[config.mk]
export PLATFORM = sky130hd
export DESIGN_NAME = csv_field_tokenizer_top
export DESIGN_NICKNAME = d
export VERILOG_FILES = /design/src/rtl/core/cft_pkg.sv /design/src/rtl/core/cft_field_eval.sv /design/src/rtl/core/cft_out_queue.sv /design/src/rtl/core/csv_field_tokenizer_top.sv
export SDC_FILE = /design/constraint.sdc
export NUM_CORES = 1
export LEC_CHECK = 0
export ABC_AREA = 1
export CORE_MARGIN = 1.5
export CORE_UTILIZATION = 40
export DETAILED_ROUTE_END_ITERATION = 16
export DONT_BUFFER_PORTS = 1
export HOLD_SLACK_MARGIN = 0.1
export PLACE_DENSITY = 0.61
export SLEW_MARGIN = 30
export SYNTH_ARGS = -nofsm -noshare
export SYNTH_HDL_FRONTEND = slang
export SYNTH_SLANG_ARGS = --single-unit
[constraint.sdc]
create_clock -name clk -period 9.45 [get_ports clk]
set_clock_uncertainty 0.1 [all_clocks]
set_input_delay 1.89 -clock clk [delete_from_list [all_inputs] [get_ports clk]]
set_output_delay 1.89 -clock clk [all_outputs]
set_load 0.03 [all_outputs]
[src/rtl/core/cft_pkg.sv]
// shared types and constants for the csv field tokenizer
package cft_pkg;

  // character codes used by the integer check
  localparam logic [7:0] CHAR_MINUS = 8'h2D;
  localparam logic [7:0] CHAR_PLUS  = 8'h2B;
  localparam logic [7:0] CHAR_ZERO  = 8'h30;
  localparam logic [7:0] CHAR_NINE  = 8'h39;

  // register reset values
  localparam logic [7:0] DELIM_RESET = 8'd44;
  localparam logic [7:0] QUOTE_RESET = 8'd34;

  // magnitude limits of a signed 32-bit value
  localparam logic [31:0] INT_NEG_MAG = 32'h8000_0000;
  localparam logic [31:0] INT_POS_MAG = 32'h7FFF_FFFF;

  // configuration register indexes
  localparam int unsigned CFG_IDX_W = 2;
  localparam logic [CFG_IDX_W-1:0] CFG_DELIM = 2'd0;
  localparam logic [CFG_IDX_W-1:0] CFG_QUOTE = 2'd1;

  // result queue depth, room for two pushes per cycle
  localparam int unsigned QUEUE_DEPTH = 4;
  localparam int unsigned QUEUE_AW    = 2;
  localparam int unsigned QUEUE_CW    = 3;

  // result kinds
  localparam logic KIND_CONTENT = 1'b0;
  localparam logic KIND_END     = 1'b1;

  typedef struct packed {
    logic [7:0] char_in;
    logic       end_of_line;
  } cft_in_t;

  typedef struct packed {
    logic               kind;
    logic [7:0]         char_out;
    logic               is_integer;
    logic signed [31:0] int_value;
    logic               line_end;
    logic               last;
  } cft_out_t;

  // per-field integer tracking
  typedef struct packed {
    logic [31:0] magnitude_acc;
    logic        negative_sign;
    logic        digits_seen;
    logic        int_possible;
    logic        field_started;
  } cft_field_t;

  // quoting and field state carried between items
  typedef struct packed {
    logic       in_quotes;
    logic       quote_pending;
    cft_field_t field;
  } cft_state_t;

  localparam cft_field_t FIELD_CLEAR = '{
    magnitude_acc: 32'd0,
    negative_sign: 1'b0,
    digits_seen:   1'b0,
    int_possible:  1'b1,
    field_started: 1'b0
  };

endpackage

[src/rtl/core/cft_field_eval.sv]
// per-item decode: quoting, integer check and up to two results
module cft_field_eval (
  input  cft_pkg::cft_in_t    item,
  input  logic [7:0]          delimiter_char,
  input  logic [7:0]          quote_char,
  input  cft_pkg::cft_state_t state,
  output cft_pkg::cft_state_t state_nxt,
  output cft_pkg::cft_out_t   res0,
  output cft_pkg::cft_out_t   res1,
  output logic [1:0]          res_cnt
);
  import cft_pkg::*;

  logic [7:0] c;
  logic       eol;
  logic       is_delim;
  logic       is_quote;
  logic       unq;
  logic       do_content;
  logic       do_delim;
  logic       quote_eol;
  logic       open_quote;
  logic       set_pending;
  logic       is_sign;
  logic       is_digit;
  logic [35:0] mag_wide;
  cft_field_t content_fld;
  cft_out_t   content_res;
  cft_out_t   end_cur;
  cft_out_t   end_after;
  cft_out_t   end_empty;

  // build an end-of-field result from a field state
  function automatic cft_out_t field_end(input cft_field_t f, input logic closes);
    cft_out_t r;
    logic     ok;
    ok = f.int_possible && f.digits_seen &&
         (f.negative_sign ? (f.magnitude_acc <= INT_NEG_MAG)
                          : (f.magnitude_acc <= INT_POS_MAG));
    r.kind       = KIND_END;
    r.char_out   = 8'd0;
    r.is_integer = ok;
    r.int_value  = !ok ? 32'sd0 :
                   f.negative_sign ? $signed(32'd0 - f.magnitude_acc)
                                   : $signed(f.magnitude_acc);
    r.line_end   = closes;
    r.last       = 1'b0;
    return r;
  endfunction

  assign c        = item.char_in;
  assign eol      = item.end_of_line;
  assign is_delim = (c == delimiter_char);
  assign is_quote = (c == quote_char);

  // byte handled as outside quotes, also after a closing quote
  assign unq = !state.in_quotes || (state.quote_pending && !is_quote);

  // classify the byte
  assign do_content = (unq && !is_delim && !is_quote) ||
                      (state.in_quotes && state.quote_pending && is_quote) ||
                      (state.in_quotes && !state.quote_pending && !is_quote);
  assign do_delim   = unq && is_delim;
  assign open_quote = unq && !is_delim && is_quote;
  assign set_pending = state.in_quotes && !state.quote_pending && is_quote;
  assign quote_eol  = (open_quote || set_pending) && eol;

  // integer accumulation on a content byte
  assign is_sign  = !state.field.field_started && (c == CHAR_MINUS || c == CHAR_PLUS);
  assign is_digit = (c >= CHAR_ZERO) && (c <= CHAR_NINE);
  assign mag_wide = {1'b0, state.field.magnitude_acc, 3'b000} +
                    {3'b000, state.field.magnitude_acc, 1'b0} +
                    {32'd0, c[3:0]};

  always_comb begin
    content_fld = state.field;
    if (is_sign) begin
      content_fld.negative_sign = (c == CHAR_MINUS);
    end else if (is_digit) begin
      content_fld.digits_seen = 1'b1;
      if (mag_wide > {4'd0, INT_NEG_MAG}) begin
        content_fld.int_possible  = 1'b0;
        content_fld.magnitude_acc = 32'd0;
      end else begin
        content_fld.magnitude_acc = mag_wide[31:0];
      end
    end else begin
      content_fld.int_possible = 1'b0;
    end
    content_fld.field_started = 1'b1;
  end

  // candidate results
  always_comb begin
    content_res            = '0;
    content_res.kind       = KIND_CONTENT;
    content_res.char_out   = c;
    end_cur   = field_end(state.field, !do_delim);
    end_after = field_end(content_fld, 1'b1);
    end_empty = field_end(FIELD_CLEAR, 1'b1);
  end

  // pick results and next state
  always_comb begin
    res0    = '0;
    res1    = '0;
    res_cnt = 2'd0;
    state_nxt = state;
    if (do_content) begin
      res0    = content_res;
      res1    = end_after;
      res_cnt = eol ? 2'd2 : 2'd1;
      state_nxt.field = eol ? FIELD_CLEAR : content_fld;
    end else if (do_delim) begin
      res0    = end_cur;
      res1    = end_empty;
      res_cnt = eol ? 2'd2 : 2'd1;
      state_nxt.field = FIELD_CLEAR;
    end else if (quote_eol) begin
      res0    = end_cur;
      res_cnt = 2'd1;
      state_nxt.field = FIELD_CLEAR;
    end
    res0.last = (res_cnt == 2'd1);
    res1.last = 1'b1;

    // quoting state
    if (eol) begin
      state_nxt.in_quotes     = 1'b0;
      state_nxt.quote_pending = 1'b0;
    end else begin
      state_nxt.in_quotes     = open_quote || (state.in_quotes && !unq);
      state_nxt.quote_pending = set_pending;
    end
  end

endmodule

[src/rtl/core/cft_out_queue.sv]
// result queue: up to two pushes and one pop per cycle
module cft_out_queue (
  input  logic              clk,
  input  logic              rst_n,
  input  cft_pkg::cft_out_t push0,
  input  cft_pkg::cft_out_t push1,
  input  logic [1:0]        push_cnt,
  output logic              room2,
  output logic              head_valid,
  output cft_pkg::cft_out_t head,
  input  logic              pop
);
  import cft_pkg::*;

  cft_out_t             mem [QUEUE_DEPTH];
  logic [QUEUE_AW-1:0]  wr_r, wr_nxt;
  logic [QUEUE_AW-1:0]  rd_r, rd_nxt;
  logic [QUEUE_CW-1:0]  cnt_r, cnt_nxt;
  logic                 do_pop;

  assign head_valid = (cnt_r != '0);
  assign head       = mem[rd_r];
  assign room2      = (cnt_r <= QUEUE_CW'(QUEUE_DEPTH - 2));
  assign do_pop     = pop && head_valid;

  // pointer and count update
  always_comb begin
    wr_nxt  = wr_r + QUEUE_AW'(push_cnt);
    rd_nxt  = rd_r + QUEUE_AW'(do_pop);
    cnt_nxt = cnt_r + QUEUE_CW'(push_cnt) - QUEUE_CW'(do_pop);
  end

  always_ff @(posedge clk) begin
    if (!rst_n) begin
      wr_r  <= '0;
      rd_r  <= '0;
      cnt_r <= '0;
    end else begin
      wr_r  <= wr_nxt;
      rd_r  <= rd_nxt;
      cnt_r <= cnt_nxt;
    end
  end

  // storage
  always_ff @(posedge clk) begin
    if (push_cnt != 2'd0) begin
      mem[wr_r] <= push0;
    end
    if (push_cnt == 2'd2) begin
      mem[wr_r + QUEUE_AW'(1)] <= push1;
    end
  end

endmodule

[src/rtl/core/csv_field_tokenizer_top.sv]
// top level of the csv field tokenizer
//
//   port group  direction  handshake            payload
//   in_         input      in_valid / in_stall   cft_in_t  (char_in, end_of_line)
//   out_        output     out_valid / out_stall cft_out_t (kind .. last)
//   cfg_        input      cfg_valid / cfg_ready cfg_index, cfg_data
//
// one item per cycle while in_stall is low: an item is held in the input register, is decoded
// there and its zero, one or two results land in a four-entry result queue.
// the queue drains one result per cycle while out_stall is low, so lines with many field ends
// (two results per item) run at the output rate.
// rst_n is synchronous; it restores the default delimiter and quote bytes.
// in_stall rises only when the queue lacks room for two results.
module csv_field_tokenizer_top (
  input  logic                            clk,
  input  logic                            rst_n,
  input  logic                            in_valid,
  output logic                            in_stall,
  input  cft_pkg::cft_in_t                in_data,
  output logic                            out_valid,
  input  logic                            out_stall,
  output cft_pkg::cft_out_t               out_data,
  input  logic                            cfg_valid,
  output logic                            cfg_ready,
  input  logic [cft_pkg::CFG_IDX_W-1:0]   cfg_index,
  input  logic [7:0]                      cfg_data
);
  import cft_pkg::*;

  logic       delim_sel;
  logic [7:0] delimiter_r;
  logic [7:0] quote_r;
  logic       hold_v_r;
  cft_in_t    hold_r;
  cft_state_t state_r;
  cft_state_t state_nxt;
  cft_out_t   res0;
  cft_out_t   res1;
  logic [1:0] res_cnt;
  logic [1:0] push_cnt;
  logic       room2;
  logic       advance;
  logic       in_take;

  // configuration registers, always writable
  assign cfg_ready = 1'b1;
  assign delim_sel = cfg_valid && (cfg_index == CFG_DELIM);

  always_ff @(posedge clk) begin
    if (!rst_n) begin
      delimiter_r <= DELIM_RESET;
      quote_r     <= QUOTE_RESET;
    end else if (cfg_valid && cfg_ready) begin
      if (delim_sel) begin
        delimiter_r <= cfg_data;
      end
      if (cfg_index == CFG_QUOTE) begin
        quote_r <= cfg_data;
      end
    end
  end

  // input register handshake
  assign advance  = hold_v_r && room2;
  assign in_stall = hold_v_r && !room2;
  assign in_take  = in_valid && !in_stall;

  always_ff @(posedge clk) begin
    if (!rst_n) begin
      hold_v_r <= 1'b0;
    end else begin
      hold_v_r <= in_take || (hold_v_r && !advance);
    end
  end

  always_ff @(posedge clk) begin
    if (in_take) begin
      hold_r <= in_data;
    end
  end

  // decode of the held item
  cft_field_eval u_eval (
    .item           (hold_r),
    .delimiter_char (delimiter_r),
    .quote_char     (quote_r),
    .state          (state_r),
    .state_nxt      (state_nxt),
    .res0           (res0),
    .res1           (res1),
    .res_cnt        (res_cnt)
  );

  // tokenizer state advances with each decoded item
  always_ff @(posedge clk) begin
    if (!rst_n) begin
      state_r.in_quotes     <= 1'b0;
      state_r.quote_pending <= 1'b0;
      state_r.field         <= FIELD_CLEAR;
    end else if (advance) begin
      state_r <= state_nxt;
    end
  end

  assign push_cnt = advance ? res_cnt : 2'd0;

  // result queue
  cft_out_queue u_queue (
    .clk        (clk),
    .rst_n      (rst_n),
    .push0      (res0),
    .push1      (res1),
    .push_cnt   (push_cnt),
    .room2      (room2),
    .head_valid (out_valid),
    .head       (out_data),
    .pop        (!out_stall)
  );

endmodule

==> results.py <==
metrics = {
    "floorplan": {
        "core_um2": 41950,
        "pin_count": 71,
        "start_util_pct": 40.46,
        "num_rows": 75,
        "chipWidth_um": 209.0,
        "chipHeight_um": 209.0,
        "dieArea_um2": 43680,
    },
    "clock_tree": {
        "cts_root_buffer": "clkbuf_16",
        "cts.sinks": 247,
        "clk_pin_slew_ns": 0.06,
        "cts_tree": "yes",
        "post_cts_buffers": 0,
        "holdBufCountCts": 0,
        "ctsResizeCount": 0,
        "numCtsBuffers": 26,
        "htreeDepth": 1,
        "clk_latency_ns": 0.56,
        "cts_buffer_depth": 3,
    },
    "synthesis": {
        "synth-warning-count": 0,
        "synth.distinct_cells": 46,
        "synth-simple-area-share_pct": 32.57,
        "synth_ff_type": "edfxtp_1",
        "synth_edf_count": 149,
        "synth.avg_cell_area_um2": 6.883,
        "synth_top_family_by_area": "simple AND/OR/NAND/NOR gates",
        "synth-seq-area-share_pct": 37.92,
        "yosysTopAreaCell": "edfxtp_1",
        "synthXorXnorAreaFrac_pct": 2.941,
        "synth_compound_area_share_pct": 12.70,
        "ys_top_cells_by_area": "edfxtp_1 (26%), nand2_1 (17%), dfxtp_1 (12%), nor2_1 (6.7%), o21ai_0 (5.8%)",
        "synth_seq_cells": 247,
        "synth-adder-area-share_pct": 5.588,
        "synthMuxAreaShare_pct": 0,
        "yosysMostFrequentCell": "nand2_1",
        "synth_common_cells": "nand2_1 (762), nor2_1 (302), inv_1 (247)",
        "synthCells": 2466,
        "async_reset_ff_share_pct": 0,
        "yosysTopAreaCellShare_pct": 26.36,
        "synth_fp_nets": 2564,
        "synth_area_um2": 16970,
    },
    "sta": {
        "hold_viol_final": 0,
        "slew_headroom_pct": 30.94,
        "final.setup.tns_ns": 0,
        "max_freq_mhz": 161.3,
        "fin_crit_ns": 6.198,
        "rsz0062_at_grt": "false",
        "slew_violations": 0,
        "fin_crit_sh_pct": 65.59,
        "setup_viol": 0,
        "worst_slew_pin_slew_ns": 1.035,
    },
    "worst_setup_path": {
        "cp_common_cell": "nand2_1",
        "path_class": "reg -> reg",
        "cp-end-kind": "flip-flop",
        "crit_required_ns": 9.70,
        "cp_slowest_stage_delay_ns": 0.65,
        "slowest_stage": "fa_1",
        "startpoint_type": "flip-flop",
        "cp_max_fo": 47,
        "reg2reg_slack_ns": 3.25,
        "cp.arrival_ns": 6.45,
    },
    "power_and_ir_drop": {
        "p_per_area_nw_per_um2": 174.6,
        "p_leak_nw": 8.265,
        "p_seq_share_pct": 41.1,
        "finalPower_w": 0.003193,
        "peakVddDrop_mv": 0.1225,
        "intPower_w": 0.001982,
        "swShare_pct": 37.92,
        "p_comb_share_pct": 28.2,
        "netSwitchingPower_w": 0.001210,
        "clkPwrFrac_pct": 30.6,
    },
    "routing": {
        "wl_um": 56150,
        "firstDrtPassIters": 6,
        "drcViolationCount": 0,
        "vias_per_cell": 5.479,
        "avgRoutedWirePerCell_um": 18.86,
        "drtIter0Drc": 1544,
        "ant_nets": 0,
        "via_count": 16310,
    },
    "outcome": {
        "outcome": "finished, final reports clean",
    },
    "place": {
        "place_congestion": 0.9422,
        "io_buffers": 0,
        "dpl.hpwl_um": 40160,
    },
    "cells_and_area": {
        "syn2layout_area_growth_pct": 7.726,
        "drive_gt1_share_pct": 4.758,
        "layout.nets": 2517,
        "n_antenna_cell": 0,
    },
    "job": {
        "cap_violations": 0,
    },
    "global_routing": {
        "grt_pass1_wl_um": 86930,
        "grt_pass1_vias": 15470,
        "antenna_found_initial": 0,
        "grt_usage_pct": 25.32,
        "grt_max_degree": 90,
        "gr-total-overflow": 0,
    },
    "worst_hold_path": {
        "hold_class": "reg -> reg",
    },
}
[placed cells by master, fill, tap and decap left out, drive strengths merged, types with 2 or more instances in the layout]
master,netlist,routed
nand2,772,772
nor2,303,303
inv,250,251
o21ai,250,250
edfxtp,149,149
nand3,121,121
dfxtp,98,98
a21oi,94,94
ha,71,71
nand4,57,57
o22ai,45,45
clkbuf,78,40
xor2,39,39
buf,24,27
nor3,25,25
xnor2,18,18
or2,15,15
nor4,12,12
clkinv,7,11
nand3b,7,7
and2,5,5
o21bai,5,5
nor3b,3,3
o211ai,3,3
fa,3,3
a31oi,2,2
o221ai,2,2
o31ai,2,2
clkinvlp,0,2
[path summary, 6_finish.rpt]
| check | cells after the start | to | startpoint |
|---|---|---|---|
| worst max-delay path | 34 | u_queue.mem[3][20]$_DFFE_PP_ | hold_r[4]$_DFFE_PP_ |
| worst min-delay path | 2 | u_queue.mem[1][38]$_SDFFE_PP0P_ | u_queue.mem[1][38]$_SDFFE_PP0P_ |
| worst max register to register | 34 | u_queue.mem[3][20]$_DFFE_PP_ | hold_r[4]$_DFFE_PP_ |
| worst min register to register | 2 | u_queue.mem[1][38]$_SDFFE_PP0P_ | u_queue.mem[1][38]$_SDFFE_PP0P_ |
[worst max-delay path: cells and delay by family, from the launching register on]
kind | cells | cell delay (ns)
AOI/OAI and AO/OA | 2 | 0.32
adders and majority gates | 3 | 1.15
and+or+nand+nor | 21 | 2.70
DFF | 1 | 0.35
buffers and inverters | 8 | 1.34
[registers in the layout, summed over array words and instances (netlist names)]
name	cells
u_queue.mem	176
state_r	38
hold_r	9
delimiter_r	8
quote_r	8
u_queue.cnt_r	3
u_queue.rd_r	2
u_queue.wr_r	2
hold_v_r	1
[kinds of logic after synthesis]
family	after synthesis
simple gates	1322
compound gates	406
buf+inv	359
flops	247
fa+ha+maj	74
xor+xnor	57
other cells	1
[power by group through the flow]
stage / clock network, W / logic (W) / registers (W)
2_1_floorplan: 0 / 0.000705 / 0.00132
3_3_place_gp: 0 / 0.000890 / 0.00133
3_5_place_dp: 0 / 0.000903 / 0.00133
4_1_cts: 0.000989 / 0.000905 / 0.00131
5_1_grt: 0.00102 / 0.000970 / 0.00132
6_report: 0.000977 / 0.000902 / 0.00131
[stage by stage]
stage	setup WS [ns]	hold slack [ns]	std cells	area (um2)	util [%]
after floorplan	4.953	0.3231	2466	16970	-
after global placement	3.465	0.3334	2927	17440	41.58
after detailed placement	3.352	0.3402	2930	17480	41.67
after CTS	3.268	0.3560	2977	18280	43.58
after global routing	2.578	0.3818	2977	18280	43.59
final	3.252	0.3582	2977	18280	43.59
[metal layers]
metal  wire length (um)  share of wire [%]  track usage [%]
met5                  0                  0                0
met4               1744                3.1            9.070
met3               3851                6.9            3.246
met2              25980                 46            42.57
met1              24570                 44            33.38
[layout make-up]
| cell class | count | area [um2] |
|---|---|---|
| repair buffers | 27 | 210.2 |
| clock buffers | 40 | 744.5 |
| multi-input cells | 1860 | 9198 |
| fillers | 4339 | 23660 |
| well taps | 539 | 674.4 |
| inverters | 257 | 965.9 |
| flip-flops and latches | 247 | 6437 |
| clock inverters | 7 | 53.80 |
No activity file was read; power rests on OpenSTA's default activity.
